File: config.mk
export PLATFORM = sky130hd
export DESIGN_NAME = xml_text_escaper_top_flat
export DESIGN_NICKNAME = d
export VERILOG_FILES = /design/src/sv/xte_pkg.sv /design/src/sv/xte_in_if.sv /design/src/sv/xte_out_if.sv /design/src/sv/xte_front.sv /design/src/sv/xte_queue.sv /design/src/sv/xte_back.sv /design/src/sv/xml_text_escaper_top.sv /design/src/flat_wrapper.sv
export SDC_FILE = /design/constraint.sdc
export NUM_CORES = 1
export LEC_CHECK = 0
export BUFFER_PORTS_ARGS = -buffer_cell sky130_fd_sc_hd__buf_2
export CAP_MARGIN = 15
export CORE_MARGIN = 2
export CORE_UTILIZATION = 55
export CTS_CLUSTER_DIAMETER = 120
export DETAILED_ROUTE_END_ITERATION = 16
export GPL_ROUTABILITY_DRIVEN = 0
export PLACE_DENSITY = 0.76
export SLEW_MARGIN = 10
export SYNTH_ARGS = -nofsm -noshare
export SYNTH_HDL_FRONTEND = slang
export SYNTH_SLANG_ARGS = --single-unit
File: constraint.sdc
create_clock -name clk -period 4.7 [get_ports clk]
set_clock_uncertainty 0.05 [all_clocks]
set_input_delay 0.235 -clock clk [delete_from_list [all_inputs] [get_ports clk]]
set_output_delay 0.235 -clock clk [all_outputs]
set_load 0.02 [all_outputs]
File: src/sv/xte_pkg.sv
// Package for the XML text escaper: escape kinds, queue entry type,
// character constants and the expansion tables. No dependencies.
package xte_pkg;

  typedef enum logic [2:0] {
    KIND_PASS,
    KIND_LT,
    KIND_GT,
    KIND_AMP,
    KIND_QUOT,
    KIND_APOS,
    KIND_DASH,
    KIND_HEX
  } kind_t;

  typedef struct packed {
    kind_t      kind;
    logic [7:0] data;
  } cmd_t;

  localparam logic [7:0] CH_LT    = 8'h3C;
  localparam logic [7:0] CH_GT    = 8'h3E;
  localparam logic [7:0] CH_AMP   = 8'h26;
  localparam logic [7:0] CH_QUOT  = 8'h22;
  localparam logic [7:0] CH_APOS  = 8'h27;
  localparam logic [7:0] CH_DASH  = 8'h2D;
  localparam logic [7:0] CH_HASH  = 8'h23;
  localparam logic [7:0] CH_SEMI  = 8'h3B;
  localparam logic [7:0] CH_SPACE = 8'h20;
  localparam logic [7:0] CH_DEL   = 8'h7F;
  localparam logic [7:0] CH_HEXLO = 8'h10;

  function automatic logic [7:0] hex_digit(logic [3:0] d);
    logic [7:0] r;
    if (d < 4'd10) begin
      r = 8'h30 + {4'd0, d};
    end else begin
      r = 8'h57 + {4'd0, d};
    end
    return r;
  endfunction

  function automatic logic [2:0] cmd_len(cmd_t c);
    logic [2:0] r;
    unique case (c.kind)
      KIND_PASS: r = 3'd1;
      KIND_LT:   r = 3'd4;
      KIND_GT:   r = 3'd4;
      KIND_AMP:  r = 3'd5;
      KIND_QUOT: r = 3'd6;
      KIND_APOS: r = 3'd6;
      KIND_DASH: r = 3'd5;
      KIND_HEX:  r = (c.data < CH_HEXLO) ? 3'd5 : 3'd6;
    endcase
    return r;
  endfunction

  function automatic logic [7:0] hex_char(logic [7:0] data, logic [2:0] idx);
    logic [7:0] r;
    logic       short_form;
    short_form = data < CH_HEXLO;
    unique case (idx)
      3'd0: r = CH_AMP;
      3'd1: r = CH_HASH;
      3'd2: r = 8'h78;
      3'd3: r = short_form ? hex_digit(data[3:0]) : hex_digit(data[7:4]);
      3'd4: r = short_form ? CH_SEMI : hex_digit(data[3:0]);
      default: r = CH_SEMI;
    endcase
    return r;
  endfunction

  function automatic logic [7:0] word_char(kind_t k, logic [2:0] idx);
    logic [7:0] r;
    r = CH_SEMI;
    unique case (k)
      KIND_LT: begin
        unique case (idx)
          3'd0: r = CH_AMP;
          3'd1: r = 8'h6C;
          3'd2: r = 8'h74;
          default: r = CH_SEMI;
        endcase
      end
      KIND_GT: begin
        unique case (idx)
          3'd0: r = CH_AMP;
          3'd1: r = 8'h67;
          3'd2: r = 8'h74;
          default: r = CH_SEMI;
        endcase
      end
      KIND_AMP: begin
        unique case (idx)
          3'd0: r = CH_AMP;
          3'd1: r = 8'h61;
          3'd2: r = 8'h6D;
          3'd3: r = 8'h70;
          default: r = CH_SEMI;
        endcase
      end
      KIND_QUOT: begin
        unique case (idx)
          3'd0: r = CH_AMP;
          3'd1: r = 8'h71;
          3'd2: r = 8'h75;
          3'd3: r = 8'h6F;
          3'd4: r = 8'h74;
          default: r = CH_SEMI;
        endcase
      end
      KIND_APOS: begin
        unique case (idx)
          3'd0: r = CH_AMP;
          3'd1: r = 8'h61;
          3'd2: r = 8'h70;
          3'd3: r = 8'h6F;
          3'd4: r = 8'h73;
          default: r = CH_SEMI;
        endcase
      end
      KIND_DASH: begin
        unique case (idx)
          3'd0: r = CH_AMP;
          3'd1: r = CH_HASH;
          3'd2: r = 8'h34;
          3'd3: r = 8'h35;
          default: r = CH_SEMI;
        endcase
      end
      KIND_PASS: r = CH_SEMI;
      KIND_HEX:  r = CH_SEMI;
    endcase
    return r;
  endfunction

  function automatic logic [7:0] esc_char(cmd_t c, logic [2:0] idx);
    logic [7:0] r;
    unique case (c.kind)
      KIND_PASS: r = c.data;
      KIND_HEX:  r = hex_char(c.data, idx);
      default:   r = word_char(c.kind, idx);
    endcase
    return r;
  endfunction

endpackage

File: src/sv/xte_in_if.sv
// Input channel of the XML text escaper: one raw text byte per beat.
// Depends on nothing.
interface xte_in_if;
  logic       valid;
  logic       ready;
  logic [7:0] in_byte;
  logic       first_of_string;

  modport source (output valid, output in_byte, output first_of_string, input ready);
  modport sink (input valid, input in_byte, input first_of_string, output ready);
endinterface

File: src/sv/xte_out_if.sv
// Output channel of the XML text escaper: one escaped character per beat.
// Depends on nothing.
interface xte_out_if;
  logic       valid;
  logic       ready;
  logic [7:0] out_char;
  logic       last;

  modport source (output valid, output out_char, output last, input ready);
  modport sink (input valid, input out_char, input last, output ready);
endinterface

File: src/sv/xte_front.sv
// Front end: accepts input beats, tracks the dash memory and classifies
// each byte into an escape command. Depends on xte_pkg, xte_in_if.
module xte_front
  import xte_pkg::*;
(
  input  logic   clk,
  input  logic   rst,
  xte_in_if.sink ingress,
  output logic   cmd_valid,
  input  logic   cmd_ready,
  output cmd_t   cmd
);

  logic prev_was_dash;
  logic dash_before;
  logic is_dash;

  assign ingress.ready = cmd_ready;
  assign cmd_valid     = ingress.valid;
  assign dash_before   = prev_was_dash && !ingress.first_of_string;
  assign is_dash       = ingress.in_byte == CH_DASH;

  always_comb begin
    cmd.data = ingress.in_byte;
    priority if (ingress.in_byte == CH_LT) begin
      cmd.kind = KIND_LT;
    end else if (ingress.in_byte == CH_GT) begin
      cmd.kind = KIND_GT;
    end else if (ingress.in_byte == CH_AMP) begin
      cmd.kind = KIND_AMP;
    end else if (ingress.in_byte == CH_QUOT) begin
      cmd.kind = KIND_QUOT;
    end else if (ingress.in_byte == CH_APOS) begin
      cmd.kind = KIND_APOS;
    end else if (is_dash && dash_before) begin
      cmd.kind = KIND_DASH;
    end else if (ingress.in_byte < CH_SPACE || ingress.in_byte > CH_DEL) begin
      cmd.kind = KIND_HEX;
    end else begin
      cmd.kind = KIND_PASS;
    end
  end

  always_ff @(posedge clk) begin
    if (rst) begin
      prev_was_dash <= 1'b0;
    end else if (ingress.valid && ingress.ready) begin
      prev_was_dash <= is_dash;
    end
  end

endmodule

File: src/sv/xte_queue.sv
// Command queue between front and back end, a small register FIFO.
// Depends on xte_pkg.
module xte_queue
  import xte_pkg::*;
#(
  parameter int DEPTH = 4
) (
  input  logic clk,
  input  logic rst,
  input  logic wr_valid,
  output logic wr_ready,
  input  cmd_t wr_cmd,
  output logic rd_valid,
  input  logic rd_ready,
  output cmd_t rd_cmd
);

  localparam int AW = (DEPTH > 1) ? $clog2(DEPTH) : 1;
  localparam int CW = $clog2(DEPTH + 1);
  localparam logic [AW-1:0] LAST_PTR = AW'(DEPTH - 1);
  localparam logic [CW-1:0] FULL_CNT = CW'(DEPTH);

  cmd_t          mem [DEPTH];
  logic [AW-1:0] wr_ptr;
  logic [AW-1:0] rd_ptr;
  logic [CW-1:0] count;
  logic          push;
  logic          pop;

  assign wr_ready = count != FULL_CNT;
  assign rd_valid = count != '0;
  assign rd_cmd   = mem[rd_ptr];
  assign push     = wr_valid && wr_ready;
  assign pop      = rd_valid && rd_ready;

  always_ff @(posedge clk) begin
    if (push) begin
      mem[wr_ptr] <= wr_cmd;
    end
  end

  always_ff @(posedge clk) begin
    if (rst) begin
      wr_ptr <= '0;
      rd_ptr <= '0;
      count  <= '0;
    end else begin
      if (push) begin
        wr_ptr <= (wr_ptr == LAST_PTR) ? '0 : wr_ptr + 1'b1;
      end
      if (pop) begin
        rd_ptr <= (rd_ptr == LAST_PTR) ? '0 : rd_ptr + 1'b1;
      end
      if (push && !pop) begin
        count <= count + 1'b1;
      end else if (pop && !push) begin
        count <= count - 1'b1;
      end
    end
  end

endmodule

File: src/sv/xte_back.sv
// Back end: expands the command at the queue head into escaped characters,
// one per beat, through a registered output. Depends on xte_pkg, xte_out_if.
module xte_back
  import xte_pkg::*;
(
  input  logic      clk,
  input  logic      rst,
  input  logic      cmd_valid,
  output logic      cmd_ready,
  input  cmd_t      cmd,
  xte_out_if.source egress
);

  logic [2:0] idx;
  logic       is_last;
  logic       load;
  logic       out_valid;
  logic [7:0] out_char;
  logic       out_last;

  assign is_last   = idx == (cmd_len(cmd) - 3'd1);
  assign load      = cmd_valid && (!out_valid || egress.ready);
  assign cmd_ready = load && is_last;

  assign egress.valid    = out_valid;
  assign egress.out_char = out_char;
  assign egress.last     = out_last;

  always_ff @(posedge clk) begin
    if (rst) begin
      idx       <= '0;
      out_valid <= 1'b0;
    end else begin
      if (load) begin
        out_valid <= 1'b1;
        idx       <= is_last ? 3'd0 : idx + 3'd1;
      end else if (egress.ready) begin
        out_valid <= 1'b0;
      end
    end
  end

  always_ff @(posedge clk) begin
    if (load) begin
      out_char <= esc_char(cmd, idx);
      out_last <= is_last;
    end
  end

endmodule

File: src/sv/xml_text_escaper_top.sv
// XML text escaper top level. Each accepted byte expands to 1 to 6 escaped
// characters, delivered one per cycle on egress while egress is ready; the
// egress path is one character wide, so the output carries one character at
// a time. Input bytes are classified on entry and queued (QDEPTH commands),
// so ingress keeps accepting while earlier bytes are still being expanded,
// until the queue is full. Depends on xte_pkg, xte_in_if,
// xte_out_if, xte_front, xte_queue, xte_back.
module xml_text_escaper_top
  import xte_pkg::*;
#(
  parameter int QDEPTH = 4
) (
  input  logic      clk,
  input  logic      rst,
  xte_in_if.sink    ingress,
  xte_out_if.source egress
);

  logic f_valid;
  logic f_ready;
  cmd_t f_cmd;
  logic b_valid;
  logic b_ready;
  cmd_t b_cmd;

  xte_front u_front (
    .clk       (clk),
    .rst       (rst),
    .ingress   (ingress),
    .cmd_valid (f_valid),
    .cmd_ready (f_ready),
    .cmd       (f_cmd)
  );

  xte_queue #(
    .DEPTH (QDEPTH)
  ) u_queue (
    .clk      (clk),
    .rst      (rst),
    .wr_valid (f_valid),
    .wr_ready (f_ready),
    .wr_cmd   (f_cmd),
    .rd_valid (b_valid),
    .rd_ready (b_ready),
    .rd_cmd   (b_cmd)
  );

  xte_back u_back (
    .clk       (clk),
    .rst       (rst),
    .cmd_valid (b_valid),
    .cmd_ready (b_ready),
    .cmd       (b_cmd),
    .egress    (egress)
  );

endmodule

File: src/flat_wrapper.sv
// flat-port wrapper written by rule: the top's interface ports become plain ports
module xml_text_escaper_top_flat import xte_pkg::*;
#(
  parameter int QDEPTH = 4
)
  (clk, rst, ingress_valid, ingress_in_byte, ingress_first_of_string, ingress_ready, egress_valid, egress_out_char, egress_last, egress_ready);
  xte_in_if ingress_i ();
  xte_out_if egress_i ();
  input  logic clk;
  input  logic rst;
  input wire logic [$bits(ingress_i.valid)-1:0] ingress_valid;
  input wire logic [$bits(ingress_i.in_byte)-1:0] ingress_in_byte;
  input wire logic [$bits(ingress_i.first_of_string)-1:0] ingress_first_of_string;
  output wire logic [$bits(ingress_i.ready)-1:0] ingress_ready;
  output wire logic [$bits(egress_i.valid)-1:0] egress_valid;
  output wire logic [$bits(egress_i.out_char)-1:0] egress_out_char;
  output wire logic [$bits(egress_i.last)-1:0] egress_last;
  input wire logic [$bits(egress_i.ready)-1:0] egress_ready;
  assign ingress_i.valid = ingress_valid;
  assign ingress_i.in_byte = ingress_in_byte;
  assign ingress_i.first_of_string = ingress_first_of_string;
  assign ingress_ready = ingress_i.ready;
  assign egress_valid = egress_i.valid;
  assign egress_out_char = egress_i.out_char;
  assign egress_last = egress_i.last;
  assign egress_i.ready = egress_ready;
  xml_text_escaper_top #(.QDEPTH(QDEPTH)) u_core (.clk(clk), .rst(rst), .ingress(ingress_i), .egress(egress_i));
endmodule
==> run metrics <==
count of cell types in the netlist 60; Net Count, Synth 396; dpl hpwl 6070 um; top cell type's share of synthesized area 0.405; Final ANT Viol Nets 0; Total Wirelength 8510 um; starting density of the core 0.572; Placed Area 4120 um2; first-pass GRT wire length 14100 um; largest fanout on the critical path 5; GRT Total Usage 0.238; pre-CTS setup slack -61.5 ps; Row Count 30; busiest grt layer met2; GR Util met3 0.0476; Worst R2R Setup Slack 310 ps; Core Footprint 6870 um2; Synth top cells by count 53 x edfxtp_1, 32 x nor2_1, 28 x a21oi_1; Post-synth ARST share 0; largest cells by area after synthesis edfxtp_1 40%, dfxtp_1 7.1%, mux4_2 5.7%; final worst slack 308 ps; Final Max Tran Viols 0; drt initial violations 242; Worst Path Required 4910 ps; Synth area leader edfxtp_1; IO Count 24; clock sinks 67; nets@finish 419; Syn Inst Count 368; deepest clock path buffer count 2; # fillers 584; Worst setup SP type flop; #FFs+latches synth 67; period utilization 0.934; post-synthesis mux area share 0.0981; R2R depth 21; antenna violations before repair 0; Non-Filler Instances 492; Avg Inst Size Synth 10.7 um2; Post-Synth Adder-Cell Area 0.0497; critical path class flop to flop; Max-slew headroom 0.419; Skew-Pair Late Insertion Delay 340 ps; largest net degree at the start of global routing 31; Area growth syn-to-layout 11.8%; fin crit period 4390 ps; CTS tree yes; Final Cell Area 4390 um2; routed vias 3043; GRT overflow 0; RR Startpoint u_core.u_queue.mem[3][5]; EDFF count, synth 53; xor/xnor cell area share of the yosys netlist 0.0201; Worst path max stage delay 540 ps; Seq/Total Area, Yosys 0.476; hold endpoint u_core.u_queue.mem[2][6]; routed length per placed instance 17.3 um; I/O Buffers 23; top-count cell post-synth edfxtp_1; Fmax 228 MHz; PnR Total Power 2490 uW; Hold WC Path Type input pin to flop; predominant post-synthesis flop cell edfxtp_1; drt via density 6.18; Worst Hold Depth 1; final number of setup-violating endpoints 0; Critical Path, Cell by Cell mux4_2 > inv_2 > ha_2 > nand2_1 > o22ai_2 > a21oi_2 > nor3_2 > inv_1 > ha_1 > xnor2_2 > nor4_2 > buf_4 > nor4b_2 > and4_1 > nor2_1 > ha_2 > inv_1 > fa_1 > xor2_1 > or3_1 > a21oi_1; VDD IR max 0.239 mV; Leakage Power 0.00154 uW; CTS Hold Bufs 0; CP max-delay cell mux4_2; Final Hold Viols 0; CP arrival 4600 ps; share of layout cells above drive strength 1 0.215; Hold Path Origin ingress_in_byte[6]; largest family of logic cells by synthesized area compound AO/OA/AOI/OAI gates; pwr dens 566 nW/um2; worst slew pin tran 864 ps; chip width 88.5 um; met1 Track Usage GR 0.311; ANT cells 0; H-tree depth 3; number of global-route vias before repair 2874; CTS root buffer clkbuf_8; TritonCTS Buffers 9; DR pass1 iterations 5; chip height 88.5 um; synthesized area 3930 um2; full die area 7840 um2; yosys warns 0; status finished, final reports clean; Compound-Gate Fraction of Synth Area 0.166; # Max-Cap Violations 0; # DRC 0; Clock Pin Slew Worst Setup and Hold Paths 70 ps; post-placement cell count 472; Worst setup EP type flop; met2 usage 0.392; Setup TNS 0 ps; FF-to-FF End u_core.u_queue.count[2]; simple-gate area share of the yosys netlist 0.148
## power by group
group	total, uW	switching [uW]	leakage [uW]	internal (uW)
clock	472	225	0.0000939	247
sequential	838	59.2	0.000602	779
combinational	1180	714	0.000840	461
total	2490	998	0.00154	1490
## per-layer routing
layer	part of all wire	routed length (um)
met1	0.42	3580
met2	0.50	4250
met3	0.061	519
met5	0	0
met4	0.018	156
## how the worst max path moves through the flow
stage	start	end	slack, ps	cells past startpoint
after floorplan	flop	u_core.u_queue.count[2]	10	22
after global placement	flop	u_core.u_queue.count[2]	200	20
after detailed placement	flop	u_core.u_queue.count[2]	-60	20
after CTS	flop	u_core.u_queue.count[2]	40	21
after global routing	u_core.u_queue.mem[3][5]	u_core.u_queue.count[2]	-20	20
final	u_core.u_queue.mem[3][5]	u_core.u_queue.count[2]	310	21
## kinds of logic after synthesis
family | after synthesis
DFF | 67
buffers and inverters | 39
muxes | 25
and+or+nand+nor | 111
adders and majority gates | 15
xor gates and xnor gates | 9
AOI/OAI and AO/OA | 102
## worst max-delay path: cells and delay by family, from the launching register on
kind | cells | cell delay [ps]
simple gates | 7 | 1130
compound gates | 3 | 440
flops | 1 | 390
xor+xnor | 2 | 340
fa+ha+maj | 4 | 1050
mux | 1 | 540
buf+inv | 4 | 380
## sequential cells by signal, indices dropped and copies added (netlist names), named ones only
signal                         flops
u_core.u_queue.mem                44
u_core.u_back.idx                  3
u_core.u_back.egress.out_char      8
u_core.u_queue.count               3
u_core.u_front.prev_was_dash       1
u_core.u_queue.wr_ptr              2
u_core.u_back.egress.last          1
u_core.u_queue.rd_ptr              2
u_core.u_back.egress.valid         1
## final cells by class
| cell class | count | area, um2 | share of cell area |
|---|---|---|---|
| clock buffer | 9 | 124 | 0.0282 |
| clock inverter | 7 | 75.1 | 0.0171 |
| inverter | 15 | 56.3 | 0.0128 |
| multi-input combinational | 262 | 1930 | 0.439 |
| sequential | 67 | 1880 | 0.427 |
| tap | 96 | 120 | 0.0273 |
| timing repair buffer | 36 | 213 | 0.0484 |
## through the flow
stage,utilization,hold slack (ps)
final,0.640,107
after floorplan,-,284
after global routing,0.640,101
after global placement,0.600,414
after CTS,0.633,89.3
after detailed placement,0.600,428
## cells in the final DEF, fill, tap and decap left out, types with 8 or more instances in the layout
cell,count
a21oi_1,27
buf_2,23
buf_4,13
clkbuf_8,9
dfxtp_1,13
edfxtp_1,53
ha_1,12
inv_1,12
mux2_2,8
mux4_2,10
nand2_1,25
nor2_1,32
nor3_1,11
o21ai_0,22
## repair_timing
action / 4_1_cts / 5_1_grt
buffers inserted: 1 / 3
pin swaps: 1 / 3
gates resized for setup: 4 / 8
setup endpoints to repair: 1 / 1
No activity file was read; power rests on OpenSTA's default activity.
